### src/i2a_pkg.sv
// Shared constants, types and character tables of the integer-to-ASCII formatter
`timescale 1ns / 1ps

package i2a_pkg;

    localparam int KIND_W   = 3;
    localparam int VALUE_W  = 64;
    localparam int CHAR_W   = 8;
    localparam int BIN_W    = 32;
    localparam int BCD_DIGS = 10;
    localparam int BCD_W    = 4 * BCD_DIGS;
    localparam int NIBBLES  = VALUE_W / 4;
    localparam int NDIG_W   = $clog2(NIBBLES + 1);
    localparam int STEP_W   = $clog2(BIN_W);

    localparam logic [KIND_W-1:0] KIND_SDEC = 3'd0;
    localparam logic [KIND_W-1:0] KIND_UDEC = 3'd1;
    localparam logic [KIND_W-1:0] KIND_HEXL = 3'd2;
    localparam logic [KIND_W-1:0] KIND_HEXU = 3'd3;
    localparam logic [KIND_W-1:0] KIND_PTR  = 3'd4;

    localparam logic [1:0] PFX_NONE  = 2'd0;
    localparam logic [1:0] PFX_MINUS = 2'd1;
    localparam logic [1:0] PFX_HEX   = 2'd2;
    localparam logic [1:0] PFX_NIL   = 2'd3;

    typedef struct packed {
        logic               go;
        logic [1:0]         pfx;
        logic               upper;
        logic [VALUE_W-1:0] digits;
    } load_t;

    function automatic logic [CHAR_W-1:0] digit_char(input logic [3:0] d,
                                                     input logic upper);
        logic [CHAR_W-1:0] r;
        if (d < 4'd10) begin
            r = 8'h30 + {4'b0000, d};
        end else if (upper) begin
            r = 8'h41 + {4'b0000, d} - 8'd10;
        end else begin
            r = 8'h61 + {4'b0000, d} - 8'd10;
        end
        return r;
    endfunction

    function automatic logic [CHAR_W-1:0] pfx_char(input logic [1:0] pfx,
                                                   input logic [2:0] idx);
        logic [CHAR_W-1:0] r;
        r = 8'h00;
        case (pfx)
            PFX_MINUS: r = 8'h2D;
            PFX_HEX:   r = (idx == 3'd0) ? 8'h30 : 8'h78;
            PFX_NIL: begin
                case (idx)
                    3'd0:    r = 8'h28;
                    3'd1:    r = 8'h6E;
                    3'd2:    r = 8'h69;
                    3'd3:    r = 8'h6C;
                    default: r = 8'h29;
                endcase
            end
            default: r = 8'h00;
        endcase
        return r;
    endfunction

    function automatic logic [2:0] pfx_last_idx(input logic [1:0] pfx);
        logic [2:0] r;
        case (pfx)
            PFX_HEX: r = 3'd1;
            PFX_NIL: r = 3'd4;
            default: r = 3'd0;
        endcase
        return r;
    endfunction

endpackage

### src/i2a_dabble.sv
// Bit-serial binary to BCD converter (shift and add three)
`timescale 1ns / 1ps

module i2a_dabble
(
    input  logic                       clk,
    input  logic                       rst_n,
    input  logic                       go,
    input  logic [i2a_pkg::BIN_W-1:0]  bin,
    output logic                       done,
    output logic [i2a_pkg::BCD_W-1:0]  bcd
);

    logic                         run_reg, run_next;
    logic                         done_reg, done_next;
    logic [i2a_pkg::STEP_W-1:0]   cnt_reg, cnt_next;
    logic [i2a_pkg::BIN_W-1:0]    bin_reg, bin_next;
    logic [i2a_pkg::BCD_W-1:0]    bcd_reg, bcd_next;
    logic [i2a_pkg::BCD_W-1:0]    adj;

    always_comb
    begin
        for (int i = 0; i < i2a_pkg::BCD_DIGS; i++)
        begin
            adj[4*i +: 4] = (bcd_reg[4*i +: 4] >= 4'd5) ? bcd_reg[4*i +: 4] + 4'd3
                                                         : bcd_reg[4*i +: 4];
        end
    end

    always_comb
    begin
        run_next  = run_reg;
        done_next = 1'b0;
        cnt_next  = cnt_reg;
        bin_next  = bin_reg;
        bcd_next  = bcd_reg;
        if (go)
        begin
            run_next = 1'b1;
            cnt_next = '0;
            bin_next = bin;
            bcd_next = '0;
        end
        else if (run_reg)
        begin
            // shift one bit into the digit chain
            bcd_next = {adj[i2a_pkg::BCD_W-2:0], bin_reg[i2a_pkg::BIN_W-1]};
            bin_next = {bin_reg[i2a_pkg::BIN_W-2:0], 1'b0};
            cnt_next = cnt_reg + 1'b1;
            if (cnt_reg == {i2a_pkg::STEP_W{1'b1}})
            begin
                run_next  = 1'b0;
                done_next = 1'b1;
            end
        end
    end

    always_ff @(posedge clk or negedge rst_n)
    begin
        if (!rst_n)
        begin
            run_reg  <= 1'b0;
            done_reg <= 1'b0;
            cnt_reg  <= '0;
        end
        else
        begin
            run_reg  <= run_next;
            done_reg <= done_next;
            cnt_reg  <= cnt_next;
        end
    end

    always_ff @(posedge clk)
    begin
        bin_reg <= bin_next;
        bcd_reg <= bcd_next;
    end

    assign done = done_reg;
    assign bcd  = bcd_reg;

endmodule

### src/i2a_emit.sv
// Character sequencer: strips leading zero digits, emits prefix and digits ("(nil)" alone for a null pointer)
`timescale 1ns / 1ps

module i2a_emit
(
    input  logic                        clk,
    input  logic                        rst_n,
    input  i2a_pkg::load_t              load,
    output logic                        active,
    output logic                        valid,
    output logic [i2a_pkg::CHAR_W-1:0]  character,
    output logic                        last
);

    localparam logic [1:0] E_IDLE  = 2'd0;
    localparam logic [1:0] E_STRIP = 2'd1;
    localparam logic [1:0] E_PFX   = 2'd2;
    localparam logic [1:0] E_DIG   = 2'd3;

    logic [1:0]                     state_reg, state_next;
    logic [i2a_pkg::VALUE_W-1:0]    dig_reg, dig_next;
    logic [i2a_pkg::NDIG_W-1:0]     ndig_reg, ndig_next;
    logic [1:0]                     pfx_reg, pfx_next;
    logic [2:0]                     pidx_reg, pidx_next;
    logic                           upper_reg, upper_next;
    logic                           valid_reg, valid_next;
    logic [i2a_pkg::CHAR_W-1:0]     char_reg, char_next;
    logic                           last_reg, last_next;
    logic [3:0]                     top_dig;

    assign top_dig = dig_reg[i2a_pkg::VALUE_W-1 -: 4];

    always_comb
    begin
        state_next = state_reg;
        dig_next   = dig_reg;
        ndig_next  = ndig_reg;
        pfx_next   = pfx_reg;
        pidx_next  = pidx_reg;
        upper_next = upper_reg;
        valid_next = 1'b0;
        char_next  = char_reg;
        last_next  = 1'b0;
        case (state_reg)
            E_IDLE:
            begin
                if (load.go)
                begin
                    dig_next   = load.digits;
                    ndig_next  = i2a_pkg::NDIG_W'(i2a_pkg::NIBBLES);
                    pfx_next   = load.pfx;
                    pidx_next  = '0;
                    upper_next = load.upper;
                    state_next = (load.pfx == i2a_pkg::PFX_NIL) ? E_PFX : E_STRIP;
                end
            end
            E_STRIP:
            begin
                if (ndig_reg > 1 && top_dig == 4'd0)
                begin
                    dig_next  = {dig_reg[i2a_pkg::VALUE_W-5:0], 4'd0};
                    ndig_next = ndig_reg - 1'b1;
                end
                else
                begin
                    state_next = (pfx_reg == i2a_pkg::PFX_NONE) ? E_DIG : E_PFX;
                end
            end
            E_PFX:
            begin
                valid_next = 1'b1;
                char_next  = i2a_pkg::pfx_char(pfx_reg, pidx_reg);
                if (pidx_reg == i2a_pkg::pfx_last_idx(pfx_reg))
                begin
                    if (pfx_reg == i2a_pkg::PFX_NIL)
                    begin
                        last_next  = 1'b1;
                        state_next = E_IDLE;
                    end
                    else
                    begin
                        state_next = E_DIG;
                    end
                end
                else
                begin
                    pidx_next = pidx_reg + 1'b1;
                end
            end
            E_DIG:
            begin
                valid_next = 1'b1;
                char_next  = i2a_pkg::digit_char(top_dig, upper_reg);
                last_next  = (ndig_reg == 1);
                dig_next   = {dig_reg[i2a_pkg::VALUE_W-5:0], 4'd0};
                ndig_next  = ndig_reg - 1'b1;
                if (ndig_reg == 1)
                begin
                    state_next = E_IDLE;
                end
            end
            default:
            begin
                state_next = E_IDLE;
            end
        endcase
    end

    always_ff @(posedge clk or negedge rst_n)
    begin
        if (!rst_n)
        begin
            state_reg <= E_IDLE;
            valid_reg <= 1'b0;
        end
        else
        begin
            state_reg <= state_next;
            valid_reg <= valid_next;
        end
    end

    always_ff @(posedge clk)
    begin
        dig_reg   <= dig_next;
        ndig_reg  <= ndig_next;
        pfx_reg   <= pfx_next;
        pidx_reg  <= pidx_next;
        upper_reg <= upper_next;
        char_reg  <= char_next;
        last_reg  <= last_next;
    end

    assign active    = (state_reg != E_IDLE);
    assign valid     = valid_reg;
    assign character = char_reg;
    assign last      = last_reg & valid_reg;

endmodule

### src/integer_to_ascii_formatter_top.sv
// Top level of the printf-style integer-to-ASCII formatter
`timescale 1ns / 1ps
//
// Usage:
//   Drive kind and value with start high; the item is taken at a clock edge
//   where start is high and busy is low. The text leaves one character per
//   strobe on valid, with character and last, most significant digit first;
//   last marks the final character. Undefined kinds are taken and give nothing.
// Sequencing:
//   Decimal kinds pass through the bit-serial BCD converter, then leading-zero
//   stripping (one digit a cycle), then the text leaves one character per cycle.
//   Hex kinds skip the converter; for hex and non-null pointers each stripped
//   digit is one fewer to print. "(nil)" skips the stripping.
//   busy stays high until the last character is registered for output.
// Reset:
//   rst_n clears the control state; the block comes up idle.
// Stalls:
//   The receiver takes every strobe; there is no backpressure.
//
module integer_to_ascii_formatter_top
(
    input  logic                         clk,
    input  logic                         rst_n,
    input  logic                         start,
    output logic                         busy,
    input  logic [i2a_pkg::KIND_W-1:0]   kind,
    input  logic [i2a_pkg::VALUE_W-1:0]  value,
    output logic                         valid,
    output logic [i2a_pkg::CHAR_W-1:0]   character,
    output logic                         last
);

    localparam logic T_IDLE = 1'b0;
    localparam logic T_CONV = 1'b1;

    logic                          state_reg, state_next;
    logic                          neg_reg, neg_next;
    logic                          accept;
    logic [i2a_pkg::BIN_W-1:0]     low;
    logic                          dab_go;
    logic [i2a_pkg::BIN_W-1:0]     dab_in;
    logic                          dab_done;
    logic [i2a_pkg::BCD_W-1:0]     dab_bcd;
    i2a_pkg::load_t                load;
    logic                          emit_active;

    assign low    = value[i2a_pkg::BIN_W-1:0];
    assign busy   = (state_reg == T_CONV) || emit_active;
    assign accept = start && !busy;

    always_comb
    begin
        state_next  = state_reg;
        neg_next    = neg_reg;
        dab_go      = 1'b0;
        dab_in      = low;
        load.go     = 1'b0;
        load.pfx    = i2a_pkg::PFX_NONE;
        load.upper  = 1'b0;
        load.digits = {{(i2a_pkg::VALUE_W-i2a_pkg::BIN_W){1'b0}}, low};
        if (accept)
        begin
            case (kind)
                i2a_pkg::KIND_SDEC:
                begin
                    dab_go     = 1'b1;
                    dab_in     = low[i2a_pkg::BIN_W-1] ? (i2a_pkg::BIN_W'(0) - low) : low;
                    neg_next   = low[i2a_pkg::BIN_W-1];
                    state_next = T_CONV;
                end
                i2a_pkg::KIND_UDEC:
                begin
                    dab_go     = 1'b1;
                    neg_next   = 1'b0;
                    state_next = T_CONV;
                end
                i2a_pkg::KIND_HEXL, i2a_pkg::KIND_HEXU:
                begin
                    load.go    = 1'b1;
                    load.upper = (kind == i2a_pkg::KIND_HEXU);
                end
                i2a_pkg::KIND_PTR:
                begin
                    load.go     = 1'b1;
                    load.pfx    = (value == '0) ? i2a_pkg::PFX_NIL : i2a_pkg::PFX_HEX;
                    load.digits = value;
                end
                default:
                begin
                    load.go = 1'b0;
                end
            endcase
        end
        else if (state_reg == T_CONV && dab_done)
        begin
            load.go     = 1'b1;
            load.pfx    = neg_reg ? i2a_pkg::PFX_MINUS : i2a_pkg::PFX_NONE;
            load.digits = {{(i2a_pkg::VALUE_W-i2a_pkg::BCD_W){1'b0}}, dab_bcd};
            state_next  = T_IDLE;
        end
    end

    always_ff @(posedge clk or negedge rst_n)
    begin
        if (!rst_n)
        begin
            state_reg <= T_IDLE;
        end
        else
        begin
            state_reg <= state_next;
        end
    end

    always_ff @(posedge clk)
    begin
        neg_reg <= neg_next;
    end

    i2a_dabble u_dabble
    (
        .clk   (clk),
        .rst_n (rst_n),
        .go    (dab_go),
        .bin   (dab_in),
        .done  (dab_done),
        .bcd   (dab_bcd)
    );

    i2a_emit u_emit
    (
        .clk       (clk),
        .rst_n     (rst_n),
        .load      (load),
        .active    (emit_active),
        .valid     (valid),
        .character (character),
        .last      (last)
    );

endmodule

### config.mk
export PLATFORM = sky130hd
export DESIGN_NAME = integer_to_ascii_formatter_top
export DESIGN_NICKNAME = d
export VERILOG_FILES = /design/src/i2a_pkg.sv /design/src/i2a_dabble.sv /design/src/i2a_emit.sv /design/src/integer_to_ascii_formatter_top.sv
export SDC_FILE = /design/constraint.sdc
export NUM_CORES = 1
export LEC_CHECK = 0
export ABC_AREA = 1
export BUFFER_PORTS_ARGS = -buffer_cell sky130_fd_sc_hd__buf_2
export CELL_PAD_IN_SITES_DETAIL_PLACEMENT = 1
export CELL_PAD_IN_SITES_GLOBAL_PLACEMENT = 1
export CORE_MARGIN = 10
export CORE_UTILIZATION = 49
export CTS_CLUSTER_SIZE = 40
export DETAILED_ROUTE_END_ITERATION = 10
export GPL_ROUTABILITY_DRIVEN = 0
export PLACE_DENSITY_LB_ADDON = 0.08
export SETUP_SLACK_MARGIN = 0.15
export SYNTH_ARGS = -nofsm -noshare
export SYNTH_HDL_FRONTEND = slang
export SYNTH_SLANG_ARGS = --single-unit
### constraint.sdc
create_clock -name clk -period 8.55 [get_ports clk]
set_input_delay 0.4275 -clock clk [delete_from_list [all_inputs] [get_ports clk]]
set_output_delay 0.4275 -clock clk [all_outputs]
set_load 0.1 [all_outputs]
==> reports/summary.txt, run 1 <==
status = complete, no violations
H-tree Lvls = 4
CP delay by family, top = buffers and inverters
Crit. End Element = flip-flop
Post-Synth Adder-Cell Area = 4.99%
#FFs+latches synth = 167
Tcrit/Tclk final = 36.5%
Initial Utilization = 49.7%
Post-Synth XOR/XNOR Area = 2.93%
Die ar. = 24800 um^2
Setup WS post-layout = 5.43 ns
CTS buffer count = 17
Worst EP required = 8.62 ns
Max Freq = 321 MHz
GRT Util Overall = 21.1%
die width = 158 um
Reg clk slew, reported paths = 0.07 ns
Final Critical Period = 3.12 ns
via count = 7964
Pre-Repair DR Iteration Count = 5
largest net degree at the start of global routing = 70
Worst Setup Start Kind = flip-flop
Simple-Gate Fraction of Synth Area = 23.0%
post-synthesis mux area share = 0%
sequential element share of the synthesized area = 49.1%
Final TNS setup = 0 ns
TritonCTS clock tree = done
Slew headroom = 30.4%
Post-synth EDFFs = 115
DP Wirelength = 18500 um
overall power = 4.13 mW
share of cells above drive strength 1 = 11.5%
crit path DAT = 3.19 ns
max reg flops = 64
Cell Area, Placed = 9830 um^2
reg2reg setup slack = 5.43 ns
Cells after Synth = 1127
CP Buf/Inv Count = 4
vias per inst = 5.55
critical path launch point = u_emit.state_reg[1]
synthesized area per cell = 8.23 um^2
vias in the first global route = 8376
initial antenna violation count = 0
Cell variety after synth = 45
reg2reg path depth = 8
IO buf count = 79
met3 Usage GRT = 3.38%
critical path depth in cells = 8
Compound-Gate Fraction of Synth Area = 13.2%
final hold vios = 0
multi-input logic area = 4110 um^2
post-place setup slack = 5.46 ns
RSZ-0062 raised after global routing = false
Netlist Area Pre-Place = 9270 um^2
Antenna diodes = 0
Total Wirelength = 25900 um
Clock Tree Root = clkbuf_16
FF+latch area = 4550 um^2
Setup CP Type = flip-flop to flip-flop
Net Count, Synth = 1234
detailed-route DRC error count = 0
DR WL/cell = 18.1 um
VDD IR max = 0.000243 V
number of fill cells = 2299
largest family of logic cells by synthesized area = simple AND/OR/NAND/NOR gates
Pwr Density = 395 nW/um^2
GR met2 Demand/Resource = 39.1%
max-cap viol count = 0
io pins = 81
Post-synth top flop = edfxtp_1
Hold Path Class = input pin to flip-flop
Critical Path Fanout Max = 39
latest clock arrival within the worst-skew pair = 0.43 ns
Leakage = 4.44 nW
total core area = 18600 um^2
r2r endpoint = u_dabble.bin_reg[16]
Die Height = 158 um
CP max stage delay = 0.51 ns
worst setup path endpoint = u_dabble.bin_reg[16]
busiest layer in global routing = met2
Post-synth ARST share = 6.59%
Yosys warnings = 0
Setup Skew = 0.00893 ns
Worst Tran Pin Value = 1.04 ns
CTS Buffer Depth = 2
Slew Limit Fails = 0
drt initial violations = 354
reg2reg start = u_emit.state_reg[1]
Antenna Violating Nets Remaining = 0
routing usage on met1 = 24.0%
Syn-to-layout area delta = 12.8%
cell row count = 50
commonest cells after routing, fill and taps aside = nand2_1, nor2_1, edfxtp_1
post-route cell area = 10500 um^2
global-route wire length before repair = 42000 um
most common cell after layout, fill and taps aside = nand2_1
worst-path cell chain = inv_1 > ha_1 > nand3_4 > nor3_4 > buf_4 > inv_1 > nand2_2 > buf_4
clk sinks = 167
GRT overflow = 0
Nets = 1295
slowest CP cell = nand2_2
setup violators final = 0
[worst min path at each step]
stage                         start             endpoint  slack, ns  depth (start not counted)
after global placement        rst_n  u_dabble.cnt_reg[2]       0.31                          1
final                     value[49]   u_emit.dig_reg[49]       0.31                          3
after global routing      value[60]   u_emit.dig_reg[60]       0.33                          3
after CTS                 value[44]   u_emit.dig_reg[44]       0.30                          3
after detailed placement      rst_n  u_dabble.cnt_reg[2]       0.31                          1
after floorplan               rst_n            state_reg       0.13                          0
[tightest hold or removal path, stage by stage]
cell and delay [ns]:
buf_2 0.09, nand3_1 0.07, nand2_1 0.06
[cell usage after synthesis (11+ instances only)]
library cell    n  share of area (%)
a21oi_1        33                1.8
buf_2          16               0.86
clkbuf_1       26                1.1
dfrtp_1        11                3.0
dfxtp_1        41                8.9
edfxtp_1      115                 37
ha_1           37                5.0
inv_1         108                4.4
nand2_1       272                 11
nand3_1        81                4.4
nor2_1        126                5.1
o21ai_0       114                6.2
o22ai_1        29                2.0
xor2_1         22                2.1
[repair_timing]
| action | in CTS | in global routing |
|---|---|---|
| buffers inserted | 0 | 0 |
| hold buffers | 1 | 0 |
| hold endpoints to repair | 11 | 0 |
| gates resized for setup | 0 | 0 |
[layout make-up]
class,instances,share of cell area (%)
well taps,234,2.80
clock buffers,17,4.07
clock inverters,15,1.89
repair buffers,89,4.52
multi-input cells,802,39.3
flip-flops and latches,167,43.5
inverters,111,3.98
[power breakdown]
group	switching, mW	leakage [nW]	internal (mW)
Sequential	0.214	1.59	1.46
Combinational	1.16	2.56	0.470
Clock	0.332	0.295	0.491
[cells by family (layout without fill, tap and decap cells)]
group	Yosys count	in the layout
adder cells (fa/ha/maj)	37	37
XOR/XNOR	31	31
other	1	1
AND/OR/NAND/NOR	513	513
flip-flops	167	167
buffers and inverters	158	232
AO/OA/AOI/OAI	220	220
[routing by layer]
| metal | part of all wire (%) | wire [um] |
|---|---|---|
| met3 | 3.6 | 924 |
| met1 | 42 | 11000 |
| met2 | 52 | 13500 |
| met5 | 0 | 0 |
| met4 | 1.9 | 504 |
[metrics by stage]
stage | hold WS (ns) | util, % | cells
floorplan | 0.132 | - | 1127
global placement | 0.312 | 52.7 | 1402
detailed placement | 0.310 | 52.7 | 1402
CTS | 0.301 | 56.1 | 1435
global route | 0.326 | 56.1 | 1435
finish | 0.314 | 56.1 | 1435
Note: power is estimated with default switching activity, not from simulation.
==> run 2, diff against run 1 <==
--- a/config.mk
+++ b/config.mk
@@ -5,12 +5,12 @@
 export SDC_FILE = /design/constraint.sdc
 export NUM_CORES = 1
 export LEC_CHECK = 0
-export ABC_AREA = 1
+export ABC_AREA = 0
 export BUFFER_PORTS_ARGS = -buffer_cell sky130_fd_sc_hd__buf_2
 export CELL_PAD_IN_SITES_DETAIL_PLACEMENT = 1
 export CELL_PAD_IN_SITES_GLOBAL_PLACEMENT = 1
 export CORE_MARGIN = 10
-export CORE_UTILIZATION = 49
+export CORE_UTILIZATION = 47
 export CTS_CLUSTER_SIZE = 40
 export DETAILED_ROUTE_END_ITERATION = 10
 export GPL_ROUTABILITY_DRIVEN = 0
==> constraint.sdc (replaced) <==
create_clock -name clk -period 2.9 [get_ports clk]
set_input_delay 0.145 -clock clk [delete_from_list [all_inputs] [get_ports clk]]
set_output_delay 0.145 -clock clk [all_outputs]
set_load 0.1 [all_outputs]
==> run 2 against run 1 <==
Net effect: first-iteration DRC count grew 75%; maximum frequency grew 20%; sequential power grew to 3.0 times the previous value; global-route usage shrank 1.8 points; sequential share of layout area shrank 0.14 points; combinational power grew to 3.3 times the previous value; worst setup slack lost 5.1 ns; critical endpoint is now u_emit.dig_reg[8]; total power grew to 3.1 times the previous value; count of clock-buffer cells in the layout is the same; final area grew 0.36%; flip-flop and latch count is the same.
==> reports/summary.txt, run 2 <==
sequential element share of the synthesized area = 49.9%
synthesized area per cell = 9.29 um^2
Crit. End Element = flip-flop
status = complete, no violations
Setup CP Type = flip-flop to flip-flop
Die ar. = 25400 um^2
cell row count = 50
Initial Utilization = 48.3%
total core area = 18900 um^2
final hold vios = 0
RSZ-0062 raised after global routing = false
most common cell after layout, fill and taps aside = nand2_1
GRT Util Overall = 19.3%
Max Freq = 384 MHz
clk sinks = 167
most frequent cell after synthesis = nand2_1
Synth area leaders = edfxtp_1, dfxtp_1, nand2_1, ha_1, nor2_1
max reg flops = 64
initial antenna violation count = 0
Leakage = 4.31 nW
Critical Path Fanout Max = 28
Yosys warnings = 0
Tcrit/Tclk final = 89.9%
Nets = 1158
via count = 7390
largest net degree at the start of global routing = 93
setup violators final = 0
Netlist Area Pre-Place = 9120 um^2
commonest cells after routing, fill and taps aside = nand2_1, edfxtp_1, nor2_1
crit path DAT = 2.73 ns
global-route wire length before repair = 40000 um
Die Height = 159 um
Clock Tree Root = clkbuf_16
Internal = 7.60 mW
H-tree Lvls = 4
Post-synth top flop = edfxtp_1
top cells by count, synth = nand2_1, edfxtp_1, nor2_1
Final TNS setup = 0 ns
CTS Buffer Depth = 2
Synth top area share = 37.8%
Antenna diodes = 0
vias in the first global route = 7635
Final Critical Period = 2.61 ns
VDD IR max = 0.000640 V
Reg clk slew, reported paths = 0.07 ns
Worst Tran Pin Value = 0.792 ns
io pins = 81
Seq pwr share = 39.9%
Cells after Synth = 982
Post-synth EDFFs = 115
GRT overflow = 0
vias per inst = 5.58
Syn-to-layout area delta = 15.1%
fin util = 55.6%
latest clock arrival within the worst-skew pair = 0.43 ns
Slew Limit Fails = 0
Sw Share = 40.7%
Antenna Violating Nets Remaining = 0
Worst Setup Start Kind = flip-flop
detailed-route DRC error count = 0
DP Wirelength = 17900 um
Worst EP required = 3.03 ns
NetSw = 5.21 mW
Slew headroom = 47.2%
IO buf count = 79
Cell variety after synth = 61
Net Count, Synth = 1089
area leader, netlist = edfxtp_1
Gate power share = 42.4%
CTS buffer count = 17
max-cap viol count = 0
#FFs+latches synth = 167
Hold Path Class = input pin to flip-flop
number of fill cells = 2211
Post-synth ARST share = 6.59%
share of cells above drive strength 1 = 14.1%
die width = 159 um
clock group share of total power = 17.6%
Setup Skew = 0.0108 ns
TritonCTS clock tree = done
Pre-Repair DR Iteration Count = 5
Pwr Density = 1220 nW/um^2
drt initial violations = 620
DR WL/cell = 18.9 um
Total Wirelength = 25100 um
run 2: logic make-up (layout without fill, tap and decap cells):
| family | Yosys count | in the layout | share of synthesized area, % |
|---|---|---|---|
| compound gates | 213 | 213 | 13.7 |
| xor+xnor | 43 | 43 | 4.13 |
| fa+ha+maj | 37 | 37 | 5.07 |
| buf+inv | 100 | 182 | 4.18 |
| flops | 167 | 167 | 49.9 |
| mux | 36 | 36 | 3.95 |
| other cells | 1 | 1 | 0.0411 |
| simple gates | 385 | 385 | 19.0 |
run 2: power groups by stage:
stage | Clock, mW | Sequential (mW) | Combinational [mW]
after detailed placement | 0 | 5.15 | 5.30
after global routing | 2.42 | 5.26 | 6.11
after CTS | 2.31 | 5.12 | 5.37
after global placement | 0 | 5.09 | 5.10
final | 2.26 | 5.12 | 5.44
after floorplan | 0 | 5.29 | 3.57
run 2: through the flow:
stage	setup slack, ns	hold WS (ns)	cells	power, mW	cell area, um^2
finish	0.294	0.0742	1324	12.8	10500
floorplan	0.235	-0.151	982	8.86	9130
detailed placement	0.174	0.0800	1285	10.4	9850
global route	0.182	0.0702	1324	13.8	10500
global placement	0.279	0.0729	1285	10.2	9850
CTS	0.254	0.0558	1318	12.8	10500
run 2: path summary, 6_finish.rpt:
| check | from | slack (ns) | cells past startpoint | endpoint |
|---|---|---|---|---|
| max | u_emit.state_reg[1] | 0.29 | 6 | u_emit.dig_reg[8] |
| min | value[32] | 0.07 | 3 | u_emit.dig_reg[32] |
| max reg2reg | u_emit.state_reg[1] | 0.29 | 6 | u_emit.dig_reg[8] |
| min reg2reg | u_dabble.bcd[15] | 0.51 | 2 | u_dabble.bcd[15] |
| max in group asynchronous | rst_n | 2.44 | 2 | u_dabble.run_reg |
| min in group asynchronous | rst_n | 0.17 | 2 | u_dabble.cnt_reg[4] |
run 2: layout make-up:
class / instances / area (um^2) / area share [%]
Sequential cell: 167 / 4550 / 43.3
Multi-Input combinational cell: 715 / 4220 / 40.2
Timing Repair Buffer: 106 / 651 / 6.20
Clock buffer: 17 / 425 / 4.05
Tap cell: 260 / 325 / 3.10
Inverter: 44 / 169 / 1.61
Clock inverter: 15 / 155 / 1.48
run 2: worst max-delay path: stages (launching register included):
cell       delay, ns
dfrtp_1         0.40
inv_1           0.14
ha_1            0.32
or4bb_1         0.56
o2111ai_2       0.32
o21a_4          0.32
buf_12          0.23
run 2: timing repair:
| action | in CTS | in global routing |
|---|---|---|
| hold buffers | 1 | 0 |
| setup buffers | 0 | 6 |
| endpoints found under the setup margin | 25 | 16 |
| hold endpoints to repair | 11 | 0 |
| gates resized for setup | 1 | 1 |
run 2: routing by layer:
layer	part of all wire, %	vias to the layer above	wire length, um	track usage [%]
li1	-	3608	-	-
met1	45	3645	11300	23.7
met2	50	114	12600	33.8
met3	3.3	23	839	3.41
met4	1.5	0	371	5.98
met5	0	-	0	0
==> run 3, diff against run 2 <==
--- a/config.mk
+++ b/config.mk
@@ -15,6 +15,7 @@
 export DETAILED_ROUTE_END_ITERATION = 10
 export GPL_ROUTABILITY_DRIVEN = 0
 export PLACE_DENSITY_LB_ADDON = 0.08
+export REMOVE_ABC_BUFFERS = 1
 export SETUP_SLACK_MARGIN = 0.15
 export SYNTH_ARGS = -nofsm -noshare
 export SYNTH_HDL_FRONTEND = slang
==> run 3 against run 2 <==
Net effect: register-to-register slack about the same; non-clock buffer count up 1; critical endpoint is now u_emit.pidx_reg[2]; largest power group unchanged; wire length up 1.2%; final area up 0.37%; combinational power about the same; sequential share of layout area down 0.16 points.
==> reports/summary.txt, run 3 (synthesis gave the netlist of run 2 again) <==
Worst Setup Start Kind = flip-flop
share of cells above drive strength 1 = 14.1%
status = complete, no violations
Worst EP required = 2.98 ns
Setup CP Type = flip-flop to flip-flop
Clock Tree Root = clkbuf_16
Crit. End Element = flip-flop
TritonCTS clock tree = done
Initial Utilization = 48.3%
cell row count = 50
RSZ-0062 raised after global routing = false
Pwr Density = 1230 nW/um^2
Final Critical Period = 2.59 ns
Die Height = 159 um
commonest cells after routing, fill and taps aside = nand2_1, edfxtp_1, nor2_1
DP Wirelength = 17600 um
Setup Skew = 0.00950 ns
worst hold slack = 0.0739 ns
CP delay by family, top = compound AO/OA/AOI/OAI gates
Die ar. = 25400 um^2
post-place setup slack = 0.195 ns
Tcrit/Tclk final = 89.4%
VDD IR max = 0.000459 V
CP Buf/Inv Count = 1
initial antenna violation count = 0
IO buf count = 79
Reg clk slew, reported paths = 0.07 ns
vias in the first global route = 7988
CTS Buffer Depth = 2
Final TNS setup = 0 ns
vias per inst = 5.61
Leakage = 4.33 nW
via count = 7439
max reg flops = 64
max-cap viol count = 0
CTS buffer count = 17
Antenna Violating Nets Remaining = 0
Non-Filler Instances = 1326
Setup WS post-layout = 0.306 ns
total core area = 18900 um^2
final hold vios = 0
Worst Tran Pin Value = 0.720 ns
crit path DAT = 2.67 ns
GRT Util Overall = 20.1%
most common cell after layout, fill and taps aside = nand2_1
worst-path cell chain = inv_1 > ha_1 > or4bb_1 > o2111ai_2 > a21boi_0
Slew Limit Fails = 0
DR WL/cell = 19.2 um
detailed-route DRC error count = 0
Critical Path Fanout Max = 7
Hold Path Class = input pin to flip-flop
Pre-Repair DR Iteration Count = 5
setup violators final = 0
clk sinks = 167
latest clock arrival within the worst-skew pair = 0.43 ns
die width = 159 um
drt initial violations = 373
Syn-to-layout area delta = 15.5%
CP max stage delay = 0.56 ns
Slew headroom = 50.7%
GRT overflow = 0
Post-Place Cells = 1288
Max Freq = 386 MHz
global-route wire length before repair = 41800 um
Nets = 1159
largest net degree at the start of global routing = 69
Total Wirelength = 25400 um
H-tree Lvls = 4
io pins = 81
slowest CP cell = or4bb_1
## run 3: final timing paths
kind	startpoint	end	slack (ns)	depth (start not counted)
max	u_emit.state_reg[0]	u_emit.pidx_reg[2]	0.31	5
min	value[34]	u_emit.dig_reg[34]	0.07	3
max reg2reg	u_emit.state_reg[0]	u_emit.pidx_reg[2]	0.31	5
min reg2reg	u_dabble.bin_reg[31]	u_dabble.bcd[0]	0.50	2
max in group asynchronous	rst_n	u_dabble.run_reg	2.47	2
min in group asynchronous	rst_n	u_emit.valid	0.16	2
## run 3: where the power goes
group,total [mW],internal [mW],switching (mW)
sequential,5.19,4.34,0.852
combinational,5.45,2.02,3.42
clock,2.37,1.40,0.969
## run 3: timing repair
item	4_1_cts	5_1_grt
buffers inserted	0	4
hold buffers	1	0
endpoints found under the setup margin	5	13
endpoints found under the hold margin	11	0
gates resized for setup	1	1
## run 3: per-layer routing
layer / global-route usage (%) / part of all wire [%]
met5: 0 / 0
met4: 6.66 / 2.1
met3: 3.72 / 3.5
met2: 35.2 / 51
met1: 24.2 / 44
## run 3: cell type report
type / instances / area, um^2
Fill cell: 2234 / 8360
Sequential cell: 167 / 4550
Multi-Input combinational cell: 715 / 4220
Timing Repair Buffer: 107 / 658
Clock buffer: 21 / 460
Tap cell: 260 / 325
Inverter: 44 / 169
Clock inverter: 11 / 149
Antenna cell: 1 / 2.50
## run 3: metrics by stage
step	total power, mW	area, um^2	utilization, %
after floorplan	8.78	8910	-
after detailed placement	10.6	9880	52.3
final	13.0	10500	55.8
after CTS	13.0	10500	55.6
after global placement	10.3	9880	52.3
after global routing	14.0	10500	55.8
## run 3: worst min-delay path: stages
cell and delay [ns]:
buf_2 0.09, a221oi_1 0.07, nor2_1 0.08
